## src/rtl/core/srb_pkg.sv

```systemverilog
`timescale 1ns / 1ps
// ----------------------------------------------------------------------------
// srb_pkg: shared types and constants of the sequence reorder buffer
// Buffer sizing, controller states and the command / status bundles that
// pass between the controller and the datapath.
// ----------------------------------------------------------------------------
package srb_pkg;

  // buffer sizing
  localparam int BufferDepth = 16;
  localparam int SlotIdxW    = (BufferDepth > 1) ? $clog2(BufferDepth) : 1;
  localparam int CountW      = $clog2(BufferDepth + 1);

  // field widths
  localparam int SeqW = 32;
  localparam int TagW = 32;

  // input operation codes
  localparam logic OpSample  = 1'b0;
  localparam logic OpRestart = 1'b1;

  // result status codes
  localparam logic StatusReleased = 1'b0;
  localparam logic StatusDropped  = 1'b1;

  // controller states
  typedef enum logic [1:0] {
    StIdle,
    StArrive,
    StSearch,
    StTake
  } state_e;

  // controller to datapath
  typedef struct packed {
    logic capture;   // latch the accepted input beat
    logic restart;   // empty the buffer, wait for a first sample
    logic store;     // append the sample to the buffer
    logic pass;      // full buffer, sample matches: hold it for release
    logic drop;      // full buffer, no match: send it back flagged
    logic search;    // compare all slots against the expected number
    logic take;      // pull the oldest match out of the buffer
    logic flush;     // send the held release as the final result
  } cmd_t;

  // datapath to controller
  typedef struct packed {
    logic op;          // operation of the latched beat
    logic full;        // every slot occupied
    logic seq_match;   // latched number equals the expected one
    logic any_hit;     // some slot matched in the last search
    logic pend_valid;  // a release is held back
    logic out_free;    // output register can take a beat this cycle
  } sts_t;

endpackage

```

## src/rtl/core/srb_in_if.sv

```systemverilog
`timescale 1ns / 1ps
// ----------------------------------------------------------------------------
// srb_in_if: input channel of the sequence reorder buffer
// Valid / ready handshake carrying an operation, a sequence number and a tag.
// ----------------------------------------------------------------------------
interface srb_in_if;
  logic                     valid;
  logic                     ready;
  logic                     op;
  logic [srb_pkg::SeqW-1:0] seq_in;
  logic [srb_pkg::TagW-1:0] tag_in;

  modport source (output valid, output op, output seq_in, output tag_in, input ready);
  modport sink   (input valid, input op, input seq_in, input tag_in, output ready);
endinterface

```

## src/rtl/core/srb_out_if.sv

```systemverilog
`timescale 1ns / 1ps
// ----------------------------------------------------------------------------
// srb_out_if: result channel of the sequence reorder buffer
// Valid / ready handshake carrying a released or dropped sample.
// ----------------------------------------------------------------------------
interface srb_out_if;
  logic                     valid;
  logic                     ready;
  logic [srb_pkg::SeqW-1:0] seq_out;
  logic [srb_pkg::TagW-1:0] tag_out;
  logic                     status;
  logic                     last;

  modport source (output valid, output seq_out, output tag_out, output status,
                  output last, input ready);
  modport sink   (input valid, input seq_out, input tag_out, input status,
                  input last, output ready);
endinterface

```

## src/rtl/core/srb_ctrl.sv

```systemverilog
`timescale 1ns / 1ps
// ----------------------------------------------------------------------------
// srb_ctrl: controller of the sequence reorder buffer
// Sequences arrival, match search and release of one input beat at a time.
// ----------------------------------------------------------------------------
module srb_ctrl (
  input  logic            clk_i,
  input  logic            rst_ni,
  input  logic            in_valid_i,
  output logic            in_ready_o,
  input  srb_pkg::sts_t   sts_i,
  output srb_pkg::cmd_t   cmd_o
);

  srb_pkg::state_e state_q, state_d;

  // state register
  always_ff @(posedge clk_i or negedge rst_ni) begin
    if (!rst_ni) begin
      state_q <= srb_pkg::StIdle;
    end else begin
      state_q <= state_d;
    end
  end

  // next state and commands
  always_comb begin
    state_d    = state_q;
    cmd_o      = '0;
    in_ready_o = 1'b0;
    case (state_q)
      srb_pkg::StIdle: begin
        in_ready_o = 1'b1;
        if (in_valid_i) begin
          cmd_o.capture = 1'b1;
          state_d       = srb_pkg::StArrive;
        end
      end
      srb_pkg::StArrive: begin
        if (sts_i.op == srb_pkg::OpRestart) begin
          cmd_o.restart = 1'b1;
          state_d       = srb_pkg::StIdle;
        end else if (!sts_i.full) begin
          cmd_o.store = 1'b1;
          state_d     = srb_pkg::StSearch;
        end else if (sts_i.seq_match) begin
          cmd_o.pass = 1'b1;
          state_d    = srb_pkg::StSearch;
        end else if (sts_i.out_free) begin
          cmd_o.drop = 1'b1;
          state_d    = srb_pkg::StIdle;
        end
      end
      srb_pkg::StSearch: begin
        cmd_o.search = 1'b1;
        state_d      = srb_pkg::StTake;
      end
      srb_pkg::StTake: begin
        if (sts_i.any_hit) begin
          // a held release goes out as non-final before the next one is held
          if (!sts_i.pend_valid || sts_i.out_free) begin
            cmd_o.take = 1'b1;
            state_d    = srb_pkg::StSearch;
          end
        end else if (sts_i.pend_valid) begin
          if (sts_i.out_free) begin
            cmd_o.flush = 1'b1;
            state_d     = srb_pkg::StIdle;
          end
        end else begin
          state_d = srb_pkg::StIdle;
        end
      end
      default: begin
        state_d = srb_pkg::StIdle;
      end
    endcase
  end

endmodule

```

## src/rtl/core/srb_dpath.sv

```systemverilog
`timescale 1ns / 1ps
// ----------------------------------------------------------------------------
// srb_dpath: datapath of the sequence reorder buffer
// Arrival-ordered slot registers, expected number, match search, held
// release and output register.
// ----------------------------------------------------------------------------
module srb_dpath (
  input  logic                     clk_i,
  input  logic                     rst_ni,
  input  logic                     op_i,
  input  logic [srb_pkg::SeqW-1:0] seq_i,
  input  logic [srb_pkg::TagW-1:0] tag_i,
  input  srb_pkg::cmd_t            cmd_i,
  output srb_pkg::sts_t            sts_o,
  output logic                     out_valid_o,
  input  logic                     out_ready_i,
  output logic [srb_pkg::SeqW-1:0] out_seq_o,
  output logic [srb_pkg::TagW-1:0] out_tag_o,
  output logic                     out_status_o,
  output logic                     out_last_o
);

  localparam int Depth = srb_pkg::BufferDepth;

  // latched input beat
  logic                     in_op_q;
  logic [srb_pkg::SeqW-1:0] in_seq_q;
  logic [srb_pkg::TagW-1:0] in_tag_q;

  // slots, occupied prefix 0..count-1 in arrival order
  logic [srb_pkg::SeqW-1:0]   slot_seq_q [Depth];
  logic [srb_pkg::TagW-1:0]   slot_tag_q [Depth];
  logic [srb_pkg::CountW-1:0] count_q;

  logic [srb_pkg::SeqW-1:0] expected_q;
  logic                     awaiting_q;
  logic [Depth-1:0]         hit_q;

  // held release
  logic                     pend_valid_q;
  logic [srb_pkg::SeqW-1:0] pend_seq_q;
  logic [srb_pkg::TagW-1:0] pend_tag_q;

  // output register
  logic                     out_valid_q;
  logic [srb_pkg::SeqW-1:0] out_seq_q;
  logic [srb_pkg::TagW-1:0] out_tag_q;
  logic                     out_status_q;
  logic                     out_last_q;

  logic [srb_pkg::SeqW-1:0]     exp_eff;
  logic                         out_free;
  logic                         out_load;
  logic [srb_pkg::SlotIdxW-1:0] take_idx;
  logic [srb_pkg::SeqW-1:0]     take_seq;
  logic [srb_pkg::TagW-1:0]     take_tag;

  // the first sample after a restart sets the expected number
  assign exp_eff  = awaiting_q ? in_seq_q : expected_q;
  assign out_free = !out_valid_q || out_ready_i;
  assign out_load = cmd_i.drop || cmd_i.flush || (cmd_i.take && pend_valid_q);

  // oldest matching slot
  always_comb begin
    take_idx = '0;
    take_seq = slot_seq_q[0];
    take_tag = slot_tag_q[0];
    for (int i = Depth - 1; i >= 0; i--) begin
      if (hit_q[i]) begin
        take_idx = srb_pkg::SlotIdxW'(i);
        take_seq = slot_seq_q[i];
        take_tag = slot_tag_q[i];
      end
    end
  end

  // input capture
  always_ff @(posedge clk_i) begin
    if (cmd_i.capture) begin
      in_op_q  <= op_i;
      in_seq_q <= seq_i;
      in_tag_q <= tag_i;
    end
  end

  // slot payload: append at the fill point, shift down on removal
  always_ff @(posedge clk_i) begin
    for (int i = 0; i < Depth; i++) begin
      if (cmd_i.store && (srb_pkg::CountW'(i) == count_q)) begin
        slot_seq_q[i] <= in_seq_q;
        slot_tag_q[i] <= in_tag_q;
      end else if (cmd_i.take && (i < Depth - 1) &&
                   (srb_pkg::SlotIdxW'(i) >= take_idx)) begin
        slot_seq_q[i] <= slot_seq_q[(i < Depth - 1) ? i + 1 : i];
        slot_tag_q[i] <= slot_tag_q[(i < Depth - 1) ? i + 1 : i];
      end
    end
  end

  // match vector against the expected number
  always_ff @(posedge clk_i or negedge rst_ni) begin
    if (!rst_ni) begin
      hit_q <= '0;
    end else if (cmd_i.search) begin
      for (int i = 0; i < Depth; i++) begin
        hit_q[i] <= (srb_pkg::CountW'(i) < count_q) && (slot_seq_q[i] == expected_q);
      end
    end
  end

  // fill count, expected number and first-sample flag
  always_ff @(posedge clk_i or negedge rst_ni) begin
    if (!rst_ni) begin
      count_q    <= '0;
      expected_q <= '0;
      awaiting_q <= 1'b1;
    end else begin
      if (cmd_i.restart) begin
        count_q    <= '0;
        expected_q <= '0;
        awaiting_q <= 1'b1;
      end else if (cmd_i.store) begin
        count_q    <= count_q + 1'b1;
        expected_q <= exp_eff;
        awaiting_q <= 1'b0;
      end else if (cmd_i.pass) begin
        expected_q <= exp_eff + 1'b1;
        awaiting_q <= 1'b0;
      end else if (cmd_i.drop) begin
        expected_q <= exp_eff;
        awaiting_q <= 1'b0;
      end else if (cmd_i.take) begin
        count_q    <= count_q - 1'b1;
        expected_q <= expected_q + 1'b1;
      end
    end
  end

  // held release, sent once the next search shows whether it is final
  always_ff @(posedge clk_i or negedge rst_ni) begin
    if (!rst_ni) begin
      pend_valid_q <= 1'b0;
    end else if (cmd_i.pass || cmd_i.take) begin
      pend_valid_q <= 1'b1;
    end else if (cmd_i.flush || cmd_i.restart) begin
      pend_valid_q <= 1'b0;
    end
  end

  always_ff @(posedge clk_i) begin
    if (cmd_i.pass) begin
      pend_seq_q <= in_seq_q;
      pend_tag_q <= in_tag_q;
    end else if (cmd_i.take) begin
      pend_seq_q <= take_seq;
      pend_tag_q <= take_tag;
    end
  end

  // output valid
  always_ff @(posedge clk_i or negedge rst_ni) begin
    if (!rst_ni) begin
      out_valid_q <= 1'b0;
    end else if (out_load) begin
      out_valid_q <= 1'b1;
    end else if (out_ready_i) begin
      out_valid_q <= 1'b0;
    end
  end

  // output payload
  always_ff @(posedge clk_i) begin
    if (cmd_i.drop) begin
      out_seq_q    <= in_seq_q;
      out_tag_q    <= in_tag_q;
      out_status_q <= srb_pkg::StatusDropped;
      out_last_q   <= 1'b1;
    end else if (out_load) begin
      out_seq_q    <= pend_seq_q;
      out_tag_q    <= pend_tag_q;
      out_status_q <= srb_pkg::StatusReleased;
      out_last_q   <= cmd_i.flush;
    end
  end

  // status to the controller
  always_comb begin
    sts_o            = '0;
    sts_o.op         = in_op_q;
    sts_o.full       = (count_q >= srb_pkg::CountW'(Depth));
    sts_o.seq_match  = (in_seq_q == exp_eff);
    sts_o.any_hit    = |hit_q;
    sts_o.pend_valid = pend_valid_q;
    sts_o.out_free   = out_free;
  end

  assign out_valid_o  = out_valid_q;
  assign out_seq_o    = out_seq_q;
  assign out_tag_o    = out_tag_q;
  assign out_status_o = out_status_q;
  assign out_last_o   = out_last_q;

endmodule

```

## src/rtl/core/sequence_reorder_buffer.sv

```systemverilog
`timescale 1ns / 1ps
// ----------------------------------------------------------------------------
// sequence_reorder_buffer: reorders samples by sequence number
//
//   channel   dir   beat contents                  accepted when
//   in_i      in    op, seq_in, tag_in             in_i.valid && in_i.ready
//   out_o     out   seq_out, tag_out, status, last out_o.valid && out_o.ready
//
// One beat is worked on at a time. A restart or a dropped sample ends after the
// arrival step; a stored sample goes on to a search, then a take per release from
// the buffer, and a full-buffer match releases itself with no take of its own.
// The last search finds no match and sends the final release, if any.
// Each release is one pass of the match search over all slots. Reset empties
// the buffer at once with no clearing pass. A stalled output holds the
// controller before the next release or a drop is sent; input beats are only
// accepted between items.
// ----------------------------------------------------------------------------
module sequence_reorder_buffer (
  input  logic       clk_i,
  input  logic       rst_ni,
  srb_in_if.sink     in_i,
  srb_out_if.source  out_o
);

  srb_pkg::cmd_t cmd;
  srb_pkg::sts_t sts;

  // controller
  srb_ctrl u_ctrl (
    .clk_i      (clk_i),
    .rst_ni     (rst_ni),
    .in_valid_i (in_i.valid),
    .in_ready_o (in_i.ready),
    .sts_i      (sts),
    .cmd_o      (cmd)
  );

  // datapath
  srb_dpath u_dpath (
    .clk_i        (clk_i),
    .rst_ni       (rst_ni),
    .op_i         (in_i.op),
    .seq_i        (in_i.seq_in),
    .tag_i        (in_i.tag_in),
    .cmd_i        (cmd),
    .sts_o        (sts),
    .out_valid_o  (out_o.valid),
    .out_ready_i  (out_o.ready),
    .out_seq_o    (out_o.seq_out),
    .out_tag_o    (out_o.tag_out),
    .out_status_o (out_o.status),
    .out_last_o   (out_o.last)
  );

  // a dropped sample is always the only, final result of its beat
  a_drop_is_last: assert property (@(posedge clk_i) disable iff (!rst_ni)
    out_o.valid && (out_o.status == srb_pkg::StatusDropped) |-> out_o.last)
    else $error("dropped result without last");

  // no release is held back when a new beat is accepted
  a_no_pend_on_accept: assert property (@(posedge clk_i) disable iff (!rst_ni)
    in_i.valid && in_i.ready |-> !sts.pend_valid)
    else $error("input accepted with a release still held");

  // taking a match always leaves a release held
  a_take_holds: assert property (@(posedge clk_i) disable iff (!rst_ni)
    cmd.take |=> sts.pend_valid)
    else $error("take without a held release");

  // the final release leaves the output loaded with last set
  a_flush_last: assert property (@(posedge clk_i) disable iff (!rst_ni)
    cmd.flush |=> out_o.valid && out_o.last)
    else $error("final release not marked last");

endmodule

```

## src/flat_wrapper.sv

```systemverilog
// flat-port wrapper written by rule: the top's interface ports become plain ports
module sequence_reorder_buffer_flat 
  (clk_i, rst_ni, in_i_valid, in_i_op, in_i_seq_in, in_i_tag_in, in_i_ready, out_o_valid, out_o_seq_out, out_o_tag_out, out_o_status, out_o_last, out_o_ready);
  srb_in_if in_i_i ();
  srb_out_if out_o_i ();
  input  logic clk_i;
  input  logic rst_ni;
  input wire logic [$bits(in_i_i.valid)-1:0] in_i_valid;
  input wire logic [$bits(in_i_i.op)-1:0] in_i_op;
  input wire logic [$bits(in_i_i.seq_in)-1:0] in_i_seq_in;
  input wire logic [$bits(in_i_i.tag_in)-1:0] in_i_tag_in;
  output wire logic [$bits(in_i_i.ready)-1:0] in_i_ready;
  output wire logic [$bits(out_o_i.valid)-1:0] out_o_valid;
  output wire logic [$bits(out_o_i.seq_out)-1:0] out_o_seq_out;
  output wire logic [$bits(out_o_i.tag_out)-1:0] out_o_tag_out;
  output wire logic [$bits(out_o_i.status)-1:0] out_o_status;
  output wire logic [$bits(out_o_i.last)-1:0] out_o_last;
  input wire logic [$bits(out_o_i.ready)-1:0] out_o_ready;
  assign in_i_i.valid = in_i_valid;
  assign in_i_i.op = in_i_op;
  assign in_i_i.seq_in = in_i_seq_in;
  assign in_i_i.tag_in = in_i_tag_in;
  assign in_i_ready = in_i_i.ready;
  assign out_o_valid = out_o_i.valid;
  assign out_o_seq_out = out_o_i.seq_out;
  assign out_o_tag_out = out_o_i.tag_out;
  assign out_o_status = out_o_i.status;
  assign out_o_last = out_o_i.last;
  assign out_o_i.ready = out_o_ready;
  sequence_reorder_buffer u_core (.clk_i(clk_i), .rst_ni(rst_ni), .in_i(in_i_i), .out_o(out_o_i));
endmodule
```

## config.mk

```make
export PLATFORM = sky130hd
export DESIGN_NAME = sequence_reorder_buffer_flat
export DESIGN_NICKNAME = d
export VERILOG_FILES = /design/src/rtl/core/srb_pkg.sv /design/src/rtl/core/srb_in_if.sv /design/src/rtl/core/srb_out_if.sv /design/src/rtl/core/srb_ctrl.sv /design/src/rtl/core/srb_dpath.sv /design/src/rtl/core/sequence_reorder_buffer.sv /design/src/flat_wrapper.sv
export SDC_FILE = /design/constraint.sdc
export NUM_CORES = 2
export LEC_CHECK = 0
export BUFFER_PORTS_ARGS = -buffer_cell sky130_fd_sc_hd__clkbuf_2
export CORE_UTILIZATION = 45
export CTS_CLUSTER_SIZE = 28
export DETAILED_ROUTE_END_ITERATION = 6
export HOLD_SLACK_MARGIN = 0.03
export PLACE_DENSITY = 0.59
export SLEW_MARGIN = 20
export SYNTH_ARGS = -nofsm -noshare
export SYNTH_HDL_FRONTEND = slang
export SYNTH_HIERARCHICAL = 1
export SYNTH_SLANG_ARGS = --single-unit
```

## constraint.sdc

```tcl
create_clock -name clk_i -period 15.3 [get_ports clk_i]
set_input_delay 3.06 -clock clk_i [delete_from_list [all_inputs] [get_ports clk_i]]
set_output_delay 3.06 -clock clk_i [all_outputs]
set_load 0.005 [all_outputs]
```

Yosys cells after proc, flatten, opt, wreduce, memory -nomap -nowiden
Memories as Yosys holds them, arrays and structs flattened.
Cells that the tools add are included.
{"block": "op_classes", "addsub": 4, "order_cmp": 32, "n_eq_ne": 39, "muxes": 214, "n_bitwise": 30, "n_reduce_logical": 70}
{"operator": "$mux W32", "count": 78}
{"operator": "$eq A32 B32 Y1", "count": 17}
{"operator": "$mux W1", "count": 100}
{"operator": "$mux W4", "count": 19}
{"operator": "$add A32 B1 Y32 const B", "count": 2}
{"operator": "$reduce_or A32 Y1", "count": 2}
{"operator": "$logic_and A1 B1 Y1", "count": 48}
{"operator": "$eq A4 B5 Y1 const A", "count": 8}
{"operator": "$lt A4 B5 Y1 const A", "count": 8}
{"operator": "$or A1 B1 Y1", "count": 30}
{"operator": "$ge A4 B4 Y1 const A", "count": 7}
{"operator": "$mux W5", "count": 5}
{"operator": "$eq A3 B5 Y1 const A", "count": 4}
{"operator": "$lt A3 B5 Y1 const A", "count": 4}
{"operator": "$mux W2", "count": 10}
{"operator": "$ge A3 B4 Y1 const A", "count": 4}
{"operator": "$reduce_or A16 Y1", "count": 1}
{"operator": "$eq A2 B5 Y1 const A", "count": 2}
{"operator": "$lt A1 B5 Y1 const A", "count": 2}
{"operator": "$lt A2 B5 Y1 const A", "count": 2}
{"operator": "$ge A1 B4 Y1 const A", "count": 2}
{"operator": "$ge A2 B4 Y1 const A", "count": 2}
{"operator": "$pmux W2 S4", "count": 1}
{"operator": "$reduce_bool A2 Y1", "count": 4}
{"operator": "other kinds (19)", "count": 27}
{"block": "totals", "ff_bits": 253, "ramBits": 1024, "inputBits": 69, "out_inout_bits": 68, "wordCells": 407, "memories": 2}
{"name": "u_core.u_dpath.slot_seq_q", "words": 16, "word_bits": 32, "read_ports": 16, "rd_ports_with_merged_regs": 0, "wr": 15, "line_no": "srb_dpath.sv:31", "text": "logic [srb_pkg::SeqW-1:0] slot_seq_q [Depth];"}
{"name": "u_core.u_dpath.slot_tag_q", "words": 16, "word_bits": 32, "read_ports": 16, "rd_ports_with_merged_regs": 0, "wr": 15, "line_no": "srb_dpath.sv:32", "text": "logic [srb_pkg::TagW-1:0] slot_tag_q [Depth];"}

Longest topological paths before layout
{"block": "logic_depth", "depth_word": 23, "ltp_mapped": 17, "mapped_depth_nobuf": 12}

Cells and area by module
The synthesis kept the hierarchy.
{"mod": "srb_dpath", "instances": 1, "cells_per_inst": 5491, "area_each_um2": 70112.2, "seq_area_each_um2": 37987.7}
{"mod": "srb_ctrl", "instances": 1, "cells_per_inst": 25, "area_each_um2": 187.7, "seq_area_each_um2": 50.0}

Worst setup path after synthesis
No wires, ideal clock.
{"block": "synth_timing", "kind": "in2reg", "from": "in out_o_ready", "to": "mem u_core/u_dpath/slot_seq_q[0][32] in the netlist's numbering (enable)", "setup_ns": 0.575, "arrival_time_ns": 9.005, "required_time_ns": 14.725, "slack_ns": 5.720, "cell_stages": 10, "n_path_buf": 3, "path_cell_list": "nand2b_1 -> buf_4 -> o211ai_1 -> nor2_1 -> clkbuf_1 -> inv_1 -> nor2_2 -> buf_4 -> nand2_1 -> o21ai_0"}
{"element": "start: declaration", "line_no": "flat_wrapper.sv:18", "text": "input wire logic [$bits(out_o_i.ready)-1:0] out_o_ready;"}
{"element": "end: declaration", "line_no": "srb_dpath.sv:31"}

==> results.py <==
metrics = {
    "cts": {
        "clock_sinks": 1277,
        "post_cts_buffers": 0,
        "post_cts_resized": 0,
        "insertion_delay_ns": 0.82,
        "path_clk_slew_ns": 0.05,
        "cts_hold_buf": 0,
        "cts.htree.levels": 4,
        "cts.root.buffer_cell": "clkbuf_16",
        "cts_buffers": 147,
        "clock_path_buffers": 3,
        "cts_tree": "built",
    },
    "routing": {
        "antenna_left": 0,
        "vias_per_cell": 7.01,
        "drtIter0Drc": 8695,
        "wl_per_cell_um": 39.5,
        "vias": 53403,
        "drtPass1Iterations": 6,
        "drcViolationCount": 0,
        "wl_um": 301000,
    },
    "setup_path": {
        "critical_path_arrival_ns": 7.08,
        "required_ns": 15.85,
        "path_max_fanout": 25,
        "worst_setup_path_start_kind": "input pin",
        "worstSetupPathType": "in2reg",
        "reg2reg_from": "u_core/u_dpath/hit_q[0]",
        "crit_start": "out_o_ready",
        "worst_setup_path_end_kind": "register",
    },
    "logic_synthesis": {
        "synth_fa_ha_area_share_pct": 0.125,
        "synthMuxAreaShare_pct": 18.2,
        "synth_edf_count": 1217,
        "syn_area_sq_um": 70300,
        "synth-simple-area-share_pct": 6.68,
        "synthXorXnorAreaFrac_pct": 6.99,
        "postSynthCellCount": 5516,
        "ys_ff_latch": 1277,
        "synth_top_family_by_area": "multiplexers",
        "seq_area_frac_synth_pct": 54.1,
        "syn-mean-instance-area_sq_um": 12.7,
        "synth-main-ff-cell": "edfxtp_1",
        "syn-num-nets": 5592,
        "synth-async-reset-ratio_pct": 4.54,
        "synth_compound_area_share_pct": 10.6,
        "yosys_warnings": 6,
        "netlist-cell-type-count": 99,
    },
    "hold_path": {
        "hold_class": "reg2reg",
        "hp-start": "u_core/u_dpath/out_status_o",
    },
    "finish": {
        "mostFrequentLayoutCells": "1,217 x edfxtp_1, 857 x mux2_2, 317 x xor2_1",
        "final_common_cell": "edfxtp_1",
        "syn2layout_area_growth_pct": 10.6,
        "regArea_sq_um": 38100,
        "final_area_sq_um": 77800,
        "multi_input_area_sq_um": 30300,
        "drive_gt1_share_pct": 26.7,
        "fillers": 13630,
        "nets": 5542,
    },
    "placement": {
        "portBuffers": 136,
        "gp_congestion": 1.05,
        "placedInstanceArea_sq_um": 73200,
        "dp_hpwl_um": 196000,
    },
    "floorplanning": {
        "rows": 144,
        "die_w_um": 397,
        "coreArea_sq_um": 155000,
        "ioPinCount": 137,
        "dieHeight_um": 397,
        "die_area_sq_um": 158000,
        "start_util_pct": 45.5,
    },
    "timing": {
        "finalMaxSlewViolations": 0,
        "fin_crit_sh_pct": 42.7,
        "hold_viol_final": 0,
        "period_minus_slack_ns": 6.53,
        "grt_setup_unrepaired": "no",
        "tns_ns": 0,
        "setup_violations": 0,
        "fmax_mhz": 153,
        "relSlewSlack_pct": 6.24,
        "clock_skew_ns": 0.0463,
        "worst_pin_slew_ns": 1.40,
    },
    "global_routing": {
        "first_global_vias": 49448,
        "grt_pass1_wl_um": 410000,
        "track_usage_pct": 37.4,
        "grt_max_degree": 59,
        "grt-ovfl-total": 0,
        "antenna_found_initial": 22,
    },
    "power": {
        "pwr_density_cell_nw_per_um2": 132,
        "leakage_uw": 0.0261,
        "worst_ir_drop_vdd_mv": 0.0949,
    },
    "outcome": {
        "status": "finished, final reports clean",
    },
    "flow_run": {
        "cap_viol_max_count": 0,
    },
}
-- synth_stat cells (12+ instances only) --
cell type | count | area share, %
edfxtp_1 | 1217 | 52
mux2_2 | 857 | 14
clkbuf_1 | 338 | 1.8
xor2_1 | 317 | 3.9
o21ai_0 | 279 | 2.0
xnor2_1 | 244 | 3.0
nand2_1 | 243 | 1.3
mux2_1 | 185 | 3.0
nor2_1 | 150 | 0.80
o22ai_1 | 135 | 1.2
nand4_1 | 120 | 1.1
a21oi_1 | 118 | 0.84
a221o_1 | 115 | 1.6
mux2i_1 | 104 | 1.5
nor4_1 | 98 | 0.87
buf_2 | 90 | 0.64
buf_1 | 77 | 0.41
nor3_1 | 68 | 0.48
nand3_1 | 61 | 0.43
a221oi_1 | 60 | 0.75
dfrtp_1 | 57 | 2.0
nand2b_1 | 55 | 0.49
o211ai_1 | 55 | 0.59
a22oi_1 | 28 | 0.30
a31oi_1 | 27 | 0.24
inv_1 | 26 | 0.14
nor2b_1 | 26 | 0.23
o221ai_1 | 24 | 0.30
a211oi_1 | 20 | 0.21
o2111a_1 | 20 | 0.32
o31ai_1 | 19 | 0.20
o21a_1 | 17 | 0.18
and3_1 | 16 | 0.14
buf_4 | 16 | 0.17
o221a_2 | 12 | 0.19
-- metal layers --
layer  wire length (um)  share of wire [%]  vias up  track usage (%)
li1                   -                  -    21208                -
met1             120000                 40    27336             52.2
met2             122000                 40     4113             51.1
met3              44700                 15      724             14.2
met4              14800                4.9       22             16.6
met5                150              0.050        -                0
-- where the power goes --
group | internal (uW) | switching (uW) | leakage, uW
logic | 821 | 1640 | 0.0121
registers | 4090 | 206 | 0.0117
clock network | 1960 | 1510 | 0.00222
-- critical path: stages --
cell	delay (ns)
clkbuf_2	0.08
nand2b_1	0.21
o211ai_1	0.27
nor2_2	0.05
buf_4	0.23
inv_1	0.30
nor2_2	0.24
o31ai_4	0.93
buf_4	0.57
buf_4	0.62
mux2_2	0.41
-- per-stage QoR --
step	hold slack (ns)	setup slack, ns	instances	util [%]	power, uW
2_1_floorplan	0.424	5.72	5516	-	5720
3_3_place_gp	0.445	7.96	7360	47.3	6650
3_5_place_dp	0.444	8.01	7360	47.3	6670
4_1_cts	0.457	8.85	7618	50.3	10100
5_1_grt	0.501	8.64	7619	50.3	10400
6_report	0.450	8.77	7622	50.3	10200
-- cells by family after synthesis --
family,after synthesis
multiplexers,1146
AO/OA/AOI/OAI,1053
flip-flops,1277
adder cells (fa/ha/maj),7
XOR/XNOR,561
AND/OR/NAND/NOR,912
buffers and inverters,560
-- area by class of cell --
type | count | area share (%)
Multi-Input combinational cell | 3679 | 39.0
Sequential cell | 1277 | 48.9
Clock buffer | 192 | 5.11
Clock inverter | 66 | 0.775
Tap cell | 2044 | 3.29
Antenna cell | 3 | 0.00965
Timing Repair Buffer | 328 | 2.74
Inverter | 33 | 0.167
-- registers in the layout, summed over array words and instances (netlist names), 32 cells and up --
register,count
u_core/u_dpath/slot_seq_q,512
u_core/u_dpath/in_seq_q,32
u_core/u_dpath/out_seq_o,32
u_core/u_dpath/out_tag_o,32
u_core/u_dpath/in_tag_q,32
u_core/u_dpath/slot_tag_q,512
u_core/u_dpath/pend_seq_q,32
u_core/u_dpath/pend_tag_q,32
u_core/u_dpath/expected_q,32
-- path summary, 6_finish.rpt --
kind | to | slack (ns) | cells past startpoint
max reg2reg | u_core/u_dpath/slot_tag_q[1][3] | 8.96 | 15
min reg2reg | u_core/u_dpath/out_status_o | 0.45 | 1
min in group asynchronous | u_core/u_dpath/expected_q[17] | 2.44 | 1
max | u_core/u_dpath/slot_tag_q[1][3] | 8.77 | 11
min | u_core/u_dpath/out_status_o | 0.45 | 1
max in group asynchronous | u_core/u_dpath/hit_q[10] | 12.03 | 1
No activity file was read; power rests on OpenSTA's default activity.
